### src/rtl/tphr_pkg.sv
// Package: shared types and constants of the TCP port hop rewriter.
`default_nettype none
package tphr_pkg;

    localparam logic [15:0] ETHERTYPE_IPV4  = 16'h0800;
    localparam logic [7:0]  PROTO_TCP       = 8'd6;
    localparam logic [3:0]  IHL_MIN         = 4'd5;
    localparam logic [16:0] MIN_FRAME_BYTES = 17'd34;
    localparam logic [16:0] ETH_TCP_BYTES   = 17'd34;

    localparam int FIFO_DEPTH   = 4;
    localparam int RND_BITS     = 32;
    localparam int STEP_BITS    = 4;
    localparam int MOD_STAGES   = RND_BITS / STEP_BITS;
    localparam int CFG_IDX_BITS = 8;

    typedef enum logic [1:0] {
        ACT_NONE = 2'd0,
        ACT_DST  = 2'd1,
        ACT_SRC  = 2'd2
    } t_action;

    typedef enum logic [CFG_IDX_BITS-1:0] {
        REG_CONFIG_VALID = 8'd0,
        REG_SERVICE_PORT = 8'd1,
        REG_HOP_MIN_PORT = 8'd2,
        REG_HOP_MAX_PORT = 8'd3
    } t_reg_idx;

    typedef struct packed {
        logic                hop;
        t_action             action;
        logic [15:0]         src;
        logic [15:0]         dst;
        logic [15:0]         csum;
        logic [15:0]         logged;
        logic [RND_BITS-1:0] rnd;
    } t_item;

    typedef struct packed {
        logic        valid;
        logic [15:0] service;
        logic [15:0] min;
        logic [15:0] max;
    } t_cfg;

endpackage
`default_nettype wire

### src/rtl/tphr_fifo.sv
// Short item queue between the classifier and the hop unit.
`default_nettype none
module tphr_fifo #(
    parameter int DEPTH = tphr_pkg::FIFO_DEPTH
) (
    input  wire logic            i_clk,
    input  wire logic            i_rst_n,
    input  wire logic            i_push,
    input  tphr_pkg::t_item      i_data,
    input  wire logic            i_pop,
    output tphr_pkg::t_item      o_data,
    output logic                 o_full,
    output logic                 o_empty
);
    localparam int PW = (DEPTH > 1) ? $clog2(DEPTH) : 1;
    localparam int CW = $clog2(DEPTH + 1);

    tphr_pkg::t_item r_mem [DEPTH];
    logic [PW-1:0] r_wp, r_rp;
    logic [CW-1:0] r_cnt;

    assign o_full  = (r_cnt == CW'(DEPTH));
    assign o_empty = (r_cnt == '0);
    assign o_data  = r_mem[r_rp];

    always_ff @(posedge i_clk) begin
        if (!i_rst_n) begin
            r_wp  <= '0;
            r_rp  <= '0;
            r_cnt <= '0;
        end else begin
            if (i_push) begin
                r_wp <= (r_wp == PW'(DEPTH - 1)) ? '0 : r_wp + 1'b1;
            end
            if (i_pop) begin
                r_rp <= (r_rp == PW'(DEPTH - 1)) ? '0 : r_rp + 1'b1;
            end
            if (i_push && !i_pop) begin
                r_cnt <= r_cnt + 1'b1;
            end else if (!i_push && i_pop) begin
                r_cnt <= r_cnt - 1'b1;
            end
        end
    end

    always_ff @(posedge i_clk) begin
        if (i_push) begin
            r_mem[r_wp] <= i_data;
        end
    end
endmodule
`default_nettype wire

### src/rtl/tphr_front.sv
// Front stage: accepts headers, qualifies them and resolves ingress restores.
`default_nettype none
module tphr_front (
    input  wire logic        i_clk,
    input  wire logic        i_rst_n,
    input  tphr_pkg::t_cfg   i_cfg,
    input  wire logic        i_in_valid,
    output logic             o_in_stall,
    input  wire logic        i_mode,
    input  wire logic [15:0] i_frame_length,
    input  wire logic [15:0] i_ethertype,
    input  wire logic [3:0]  i_ip_header_words,
    input  wire logic [7:0]  i_ip_protocol,
    input  wire logic [15:0] i_src_port,
    input  wire logic [15:0] i_dst_port,
    input  wire logic [15:0] i_tcp_checksum,
    input  wire logic [31:0] i_random_value,
    input  wire logic        i_q_full,
    output logic             o_q_push,
    output tphr_pkg::t_item  o_q_data
);
    logic            r_valid;
    tphr_pkg::t_item r_item;
    tphr_pkg::t_item n_item;

    logic        ok, dst_in, src_in;
    logic [16:0] need;
    logic [15:0] old_port;
    logic [17:0] sum;
    logic [16:0] fold1;
    logic [15:0] fold2;

    assign o_in_stall = r_valid && i_q_full;
    assign o_q_push   = r_valid && !i_q_full;
    assign o_q_data   = r_item;

    always_comb begin
        need = tphr_pkg::ETH_TCP_BYTES + {11'd0, i_ip_header_words, 2'b00};
        ok = i_cfg.valid && (i_cfg.max > i_cfg.min)
            && (i_ethertype == tphr_pkg::ETHERTYPE_IPV4)
            && (i_ip_protocol == tphr_pkg::PROTO_TCP)
            && (i_ip_header_words >= tphr_pkg::IHL_MIN)
            && ({1'b0, i_frame_length} >= tphr_pkg::MIN_FRAME_BYTES)
            && ({1'b0, i_frame_length} >= need);
        dst_in = (i_dst_port >= i_cfg.min) && (i_dst_port < i_cfg.max);
        src_in = (i_src_port >= i_cfg.min) && (i_src_port < i_cfg.max);
        old_port = dst_in ? i_dst_port : i_src_port;
        sum = {2'b00, ~i_tcp_checksum} + {2'b00, ~old_port} + {2'b00, i_cfg.service};
        fold1 = {1'b0, sum[15:0]} + {15'd0, sum[17:16]};
        fold2 = fold1[15:0] + {15'd0, fold1[16]};

        n_item.hop    = 1'b0;
        n_item.action = tphr_pkg::ACT_NONE;
        n_item.src    = i_src_port;
        n_item.dst    = i_dst_port;
        n_item.csum   = i_tcp_checksum;
        n_item.logged = '0;
        n_item.rnd    = i_random_value;
        if (ok && !i_mode) begin
            if (i_dst_port == i_cfg.service) begin
                n_item.hop    = 1'b1;
                n_item.action = tphr_pkg::ACT_DST;
            end else if (i_src_port == i_cfg.service) begin
                n_item.hop    = 1'b1;
                n_item.action = tphr_pkg::ACT_SRC;
            end
        end else if (ok && (dst_in || src_in)) begin
            n_item.logged = old_port;
            n_item.csum   = ~fold2;
            if (dst_in) begin
                n_item.action = tphr_pkg::ACT_DST;
                n_item.dst    = i_cfg.service;
            end else begin
                n_item.action = tphr_pkg::ACT_SRC;
                n_item.src    = i_cfg.service;
            end
        end
    end

    always_ff @(posedge i_clk) begin
        if (!i_rst_n) begin
            r_valid <= 1'b0;
        end else if (!o_in_stall) begin
            r_valid <= i_in_valid;
        end
    end

    always_ff @(posedge i_clk) begin
        if (!o_in_stall && i_in_valid) begin
            r_item <= n_item;
        end
    end
endmodule
`default_nettype wire

### src/rtl/tphr_back.sv
// Back end: pipelined hop port choice (random mod span) and result register.
`default_nettype none
module tphr_back (
    input  wire logic        i_clk,
    input  wire logic        i_rst_n,
    input  wire logic [15:0] i_hop_min,
    input  wire logic [15:0] i_span,
    input  tphr_pkg::t_item  i_q_data,
    input  wire logic        i_q_empty,
    output logic             o_q_pop,
    output logic             o_out_valid,
    input  wire logic        i_out_stall,
    output logic [1:0]       o_action_taken,
    output logic [15:0]      o_out_src_port,
    output logic [15:0]      o_out_dst_port,
    output logic [15:0]      o_out_checksum,
    output logic [15:0]      o_logged_port
);
    localparam int NS = tphr_pkg::MOD_STAGES;
    localparam int SB = tphr_pkg::STEP_BITS;

    function automatic logic [15:0] f_mod_step(input logic [15:0] rem,
                                               input logic [SB-1:0] bits,
                                               input logic [15:0] span);
        logic [16:0] t;
        logic [15:0] r;
        r = rem;
        for (int b = SB - 1; b >= 0; b--) begin
            t = {r, bits[b]};
            if (t >= {1'b0, span}) begin
                t = t - {1'b0, span};
            end
            r = t[15:0];
        end
        return r;
    endfunction

    logic            r_pv  [NS];
    tphr_pkg::t_item r_pi  [NS];
    logic [15:0]     r_rem [NS];
    logic [15:0]     n_rem [NS];

    logic            r_o_valid;
    tphr_pkg::t_item r_o;
    tphr_pkg::t_item n_o;
    logic            adv;
    logic [15:0]     np;

    assign adv     = !r_o_valid || !i_out_stall;
    assign o_q_pop = adv && !i_q_empty;

    always_comb begin
        n_rem[0] = f_mod_step(16'd0, i_q_data.rnd[tphr_pkg::RND_BITS-1 -: SB], i_span);
        for (int s = 1; s < NS; s++) begin
            n_rem[s] = f_mod_step(r_rem[s-1],
                                  r_pi[s-1].rnd[tphr_pkg::RND_BITS-1-s*SB -: SB], i_span);
        end
    end

    always_comb begin
        np  = r_rem[NS-1] + i_hop_min;
        n_o = r_pi[NS-1];
        if (r_pi[NS-1].hop) begin
            n_o.logged = np;
            if (r_pi[NS-1].action == tphr_pkg::ACT_DST) begin
                n_o.dst = np;
            end else begin
                n_o.src = np;
            end
        end
    end

    always_ff @(posedge i_clk) begin
        if (!i_rst_n) begin
            for (int s = 0; s < NS; s++) begin
                r_pv[s] <= 1'b0;
            end
            r_o_valid <= 1'b0;
        end else if (adv) begin
            r_pv[0] <= !i_q_empty;
            for (int s = 1; s < NS; s++) begin
                r_pv[s] <= r_pv[s-1];
            end
            r_o_valid <= r_pv[NS-1];
        end
    end

    always_ff @(posedge i_clk) begin
        if (adv) begin
            r_pi[0]  <= i_q_data;
            r_rem[0] <= n_rem[0];
            for (int s = 1; s < NS; s++) begin
                r_pi[s]  <= r_pi[s-1];
                r_rem[s] <= n_rem[s];
            end
            r_o <= n_o;
        end
    end

    assign o_out_valid    = r_o_valid;
    assign o_action_taken = r_o.action;
    assign o_out_src_port = r_o.src;
    assign o_out_dst_port = r_o.dst;
    assign o_out_checksum = r_o.csum;
    assign o_logged_port  = r_o.logged;
endmodule
`default_nettype wire

### src/rtl/tcp_port_hop_rewriter_top.sv
// Top level: configuration registers, classifier front, queue and hop back end.
// Path from input accept to result valid: front register, queue, modulo pipeline, result register.
// Throughput: one item per cycle when no stall holds the flow; the eight-stage modulo
// pipeline and a four-entry queue decouple the input stall from the output stall.
// Reset: synchronous active-low; clears control state and all configuration.
`default_nettype none
module tcp_port_hop_rewriter_top #(
    parameter int FIFO_DEPTH = tphr_pkg::FIFO_DEPTH
) (
    input  wire logic                              i_clk,
    input  wire logic                              i_rst_n,
    input  wire logic                              i_cfg_valid,
    output logic                                   o_cfg_ready,
    input  wire logic [tphr_pkg::CFG_IDX_BITS-1:0] i_cfg_index,
    input  wire logic [15:0]                       i_cfg_data,
    input  wire logic                              i_in_valid,
    output logic                                   o_in_stall,
    input  wire logic                              i_mode,
    input  wire logic [15:0]                       i_frame_length,
    input  wire logic [15:0]                       i_ethertype,
    input  wire logic [3:0]                        i_ip_header_words,
    input  wire logic [7:0]                        i_ip_protocol,
    input  wire logic [15:0]                       i_src_port,
    input  wire logic [15:0]                       i_dst_port,
    input  wire logic [15:0]                       i_tcp_checksum,
    input  wire logic [31:0]                       i_random_value,
    output logic                                   o_out_valid,
    input  wire logic                              i_out_stall,
    output logic [1:0]                             o_action_taken,
    output logic [15:0]                            o_out_src_port,
    output logic [15:0]                            o_out_dst_port,
    output logic [15:0]                            o_out_checksum,
    output logic [15:0]                            o_logged_port
);
    tphr_pkg::t_cfg  r_cfg;
    tphr_pkg::t_item q_in, q_out;
    logic            q_push, q_pop, q_full, q_empty;
    logic [15:0]     span;

    assign o_cfg_ready = 1'b1;
    assign span        = r_cfg.max - r_cfg.min;

    always_ff @(posedge i_clk) begin
        if (!i_rst_n) begin
            r_cfg <= '0;
        end else if (i_cfg_valid) begin
            unique case (i_cfg_index)
                tphr_pkg::REG_CONFIG_VALID: r_cfg.valid   <= i_cfg_data[0];
                tphr_pkg::REG_SERVICE_PORT: r_cfg.service <= i_cfg_data;
                tphr_pkg::REG_HOP_MIN_PORT: r_cfg.min     <= i_cfg_data;
                tphr_pkg::REG_HOP_MAX_PORT: r_cfg.max     <= i_cfg_data;
                default: ;
            endcase
        end
    end

    tphr_front u_front (
        .i_clk             (i_clk),
        .i_rst_n           (i_rst_n),
        .i_cfg             (r_cfg),
        .i_in_valid        (i_in_valid),
        .o_in_stall        (o_in_stall),
        .i_mode            (i_mode),
        .i_frame_length    (i_frame_length),
        .i_ethertype       (i_ethertype),
        .i_ip_header_words (i_ip_header_words),
        .i_ip_protocol     (i_ip_protocol),
        .i_src_port        (i_src_port),
        .i_dst_port        (i_dst_port),
        .i_tcp_checksum    (i_tcp_checksum),
        .i_random_value    (i_random_value),
        .i_q_full          (q_full),
        .o_q_push          (q_push),
        .o_q_data          (q_in)
    );

    tphr_fifo #(
        .DEPTH (FIFO_DEPTH)
    ) u_fifo (
        .i_clk   (i_clk),
        .i_rst_n (i_rst_n),
        .i_push  (q_push),
        .i_data  (q_in),
        .i_pop   (q_pop),
        .o_data  (q_out),
        .o_full  (q_full),
        .o_empty (q_empty)
    );

    tphr_back u_back (
        .i_clk          (i_clk),
        .i_rst_n        (i_rst_n),
        .i_hop_min      (r_cfg.min),
        .i_span         (span),
        .i_q_data       (q_out),
        .i_q_empty      (q_empty),
        .o_q_pop        (q_pop),
        .o_out_valid    (o_out_valid),
        .i_out_stall    (i_out_stall),
        .o_action_taken (o_action_taken),
        .o_out_src_port (o_out_src_port),
        .o_out_dst_port (o_out_dst_port),
        .o_out_checksum (o_out_checksum),
        .o_logged_port  (o_logged_port)
    );
endmodule
`default_nettype wire
### config.mk
export PLATFORM = sky130hd
export DESIGN_NAME = tcp_port_hop_rewriter_top
export DESIGN_NICKNAME = d
export VERILOG_FILES = /design/src/rtl/tphr_pkg.sv /design/src/rtl/tphr_fifo.sv /design/src/rtl/tphr_front.sv /design/src/rtl/tphr_back.sv /design/src/rtl/tcp_port_hop_rewriter_top.sv
export SDC_FILE = /design/constraint.sdc
export NUM_CORES = 2
export LEC_CHECK = 0
export ABC_AREA = 1
export BUFFER_PORTS_ARGS = -buffer_cell sky130_fd_sc_hd__buf_2
export CAP_MARGIN = 20
export CORE_MARGIN = 3
export CORE_UTILIZATION = 30
export CTS_BUF_LIST = sky130_fd_sc_hd__clkbuf_2 sky130_fd_sc_hd__clkbuf_4 sky130_fd_sc_hd__clkbuf_8
export DETAILED_ROUTE_END_ITERATION = 7
export GPL_ROUTABILITY_DRIVEN = 0
export HOLD_SLACK_MARGIN = 0.02
export PLACE_DENSITY = 0.5
export SYNTH_ARGS = -nofsm -noshare
export SYNTH_HDL_FRONTEND = slang
export SYNTH_SLANG_ARGS = --single-unit
export TNS_END_PERCENT = 5
### constraint.sdc
create_clock -name i_clk -period 54.5 [get_ports i_clk]
set_clock_uncertainty 0.05 [all_clocks]
set_input_delay 2.725 -clock i_clk [delete_from_list [all_inputs] [get_ports i_clk]]
set_output_delay 2.725 -clock i_clk [all_outputs]
set_load 0.005 [all_outputs]
==> metrics <==
outcome complete, no violations; clk sink count 1405; Cells after Synth 7973; cts bufs inserted 234; syn nets 8779; crit path DAT 14.51 ns; Mapped Area 0.07960 mm^2; Setup Buffers After CTS 0; cell mode on critical path nand2_1; final hold vios 0; startpoint types register; area grow syn2layout 12.37%; area of the core 0.2632 mm^2; PortBufs 220; syn_area_per_cell 9.984 um^2; Post-synth top flop edfxtp_1; EDFF count, synth 1340; Post-route DRC 0; die area 0.2716 mm^2; minimum clock period 13.87 ns; Routed WL 225600 um; nets 9121; crit path buf inv count 7; drt pass-1 iters 6; # Max-Cap Violations 0; Clk Latency, worst-skew pair 0.98 ns; IO Pins 223; vias in the first global route 57053; first-pass GRT wire length 340300 um; Worst Setup End Kind register; FF+latch count, synth 1405; cts hold-fix bufs 0; clock buffer depth 4; Final ANT Viol Nets 0; fraction of layout cells with a size suffix above 1 0.1069; Hold Path Class reg2reg; count of pins over their slew limit 0; Die X 521.1 um; grt total ovfl 0; slowest cell on the critical path fa_2; vias per cell 4.872; vias 58549; RSZ-0062 raised after global routing no; Ys Warns 0; Yosys top cell by area edfxtp_1; Synth top area share 0.5055; Final Setup Violations 0; number of DRC markers in iteration 0 4134; worst-margin pin slew 1.091 ns; setup TNS 0 ns; top post-synthesis cells by area edfxtp_1 51%, ha_1 9.7%, nand2_1 6.9%; Clock Pin Slew Worst Setup and Hold Paths 0.06 ns; Total Routing Usage GR 0.1614; Die H 521.1 um; placement-stage cell area 0.08496 mm^2; crit path max fanout 31; clock root cell clkbuf_8; fin worst setup slack 40.63 ns; fin area 0.08945 mm^2; register area share after synthesis 0.5218; Fmax 0.07208 GHz; FP Rows 188; share of flip-flops with an asynchronous set or reset 0; post_cts resized 0; Detailed Place HPWL 161500 um; crit share post-route 0.2546; top-count cell post-synth nand2_1; Worst Path Required 55.14 ns; routed length per instance 18.77 um; H-tree Lvls 4; worst setup path category reg2reg; CTS tree built; Initial Util 0.3024; dpl ws 40.61 ns; initial antenna violation count 13; most frequent cells after synthesis 1460 x nand2_1, 1340 x edfxtp_1, 721 x inv_1; Finished Core Util 0.3398; Rel. slew slack 0.2729; CP peak stage delay 0.64 ns; largest net degree at the start of global routing 186; Synth cell types 79; kind of cell adding the most delay to the critical path compound AO/OA/AOI/OAI gates
-- registers in the layout, summed over array words and instances, names as in the netlist, named ones only --
name and cells:
u_fifo.r_mem 396, u_back.r_pv 8, u_back.r_rem 128, u_back.o_out_checksum 16, u_back.o_out_dst_port 16, u_back.o_out_src_port 16
u_fifo.r_rp 2, r_cfg 49, u_back.o_action_taken 2, u_back.r_pi 648, u_back.o_logged_port 16, u_fifo.r_wp 2
u_front.o_q_data 99, u_back.o_out_valid 1, u_fifo.r_cnt 3, u_front.r_valid 1
-- cell type report --
| class | instances | area, um^2 |
|---|---|---|
| Timing Repair Buffer | 290 | 1699 |
| Inverter | 749 | 2823 |
| Fill cell | 26550 | 173800 |
| Multi-Input combinational cell | 5635 | 34490 |
| Antenna cell | 11 | 27.53 |
| Sequential cell | 1405 | 41550 |
| Clock inverter | 97 | 591.8 |
| Tap cell | 3515 | 4398 |
| Clock buffer | 315 | 3872 |
-- cells in the final DEF (no fill, tap or decap), types with 63 or more instances in the layout --
cell type,n
nand2_1,1456
edfxtp_1,1340
o21ai_0,717
inv_1,712
ha_1,615
a21oi_1,612
nor2_1,531
nand3_1,364
xor2_1,265
clkbuf_8,241
buf_2,221
xnor2_1,205
nand4_1,103
o22ai_1,102
nand2_2,80
nor3_1,80
clkbuf_4,74
buf_4,63
dfxtp_1,63
-- metrics by stage --
| step | std cells | hold WS [ns] |
|---|---|---|
| finish | 12017 | 0.3468 |
| global route | 12011 | 0.3326 |
| CTS | 12006 | 0.3200 |
| detailed placement | 11594 | 0.3545 |
| global placement | 11593 | 0.3506 |
| floorplan | 7973 | 0.3503 |
-- worst register-to-register path: cells and delay by family, from the launching register on --
kind	cells	cell delay (ns)
DFF	1	0.60
buffers and inverters	7	2.30
adders and majority gates	6	2.34
AOI/OAI and AO/OA	22	4.38
and+or+nand+nor	32	3.93
-- worst paths after layout --
check,start,to,slack (ns),depth (start not counted)
setup / recovery,r_cfg[16],u_back.r_rem[0][45],40.63,67
hold / removal,u_back.r_pi[0][204],u_back.r_pi[0][303],0.35,0
setup reg to reg,r_cfg[16],u_back.r_rem[0][45],40.63,67
hold reg to reg,u_back.r_pi[0][204],u_back.r_pi[0][303],0.35,0
-- per-layer routing --
layer	routed length, um	global-route usage	vias to the layer above
met5	55	0	-
met4	6418	0.04867	8
met3	10990	0.02387	352
met2	108000	0.2751	1303
met1	100200	0.2112	28071
li1	-	-	28815
-- cells by family after synthesis --
| family | count (synthesis) | synth area share |
|---|---|---|
| flops | 1405 | 0.5218 |
| mux | 12 | 0.001682 |
| buf+inv | 933 | 0.04601 |
| xor+xnor | 474 | 0.05215 |
| simple gates | 2814 | 0.1561 |
| other cells | 1 | 0.00004711 |
| fa+ha+maj | 652 | 0.1060 |
| compound gates | 1682 | 0.1161 |
Power is not shown: default switching activity piles up to over one toggle a cycle in this logic, so the estimate is an artifact.
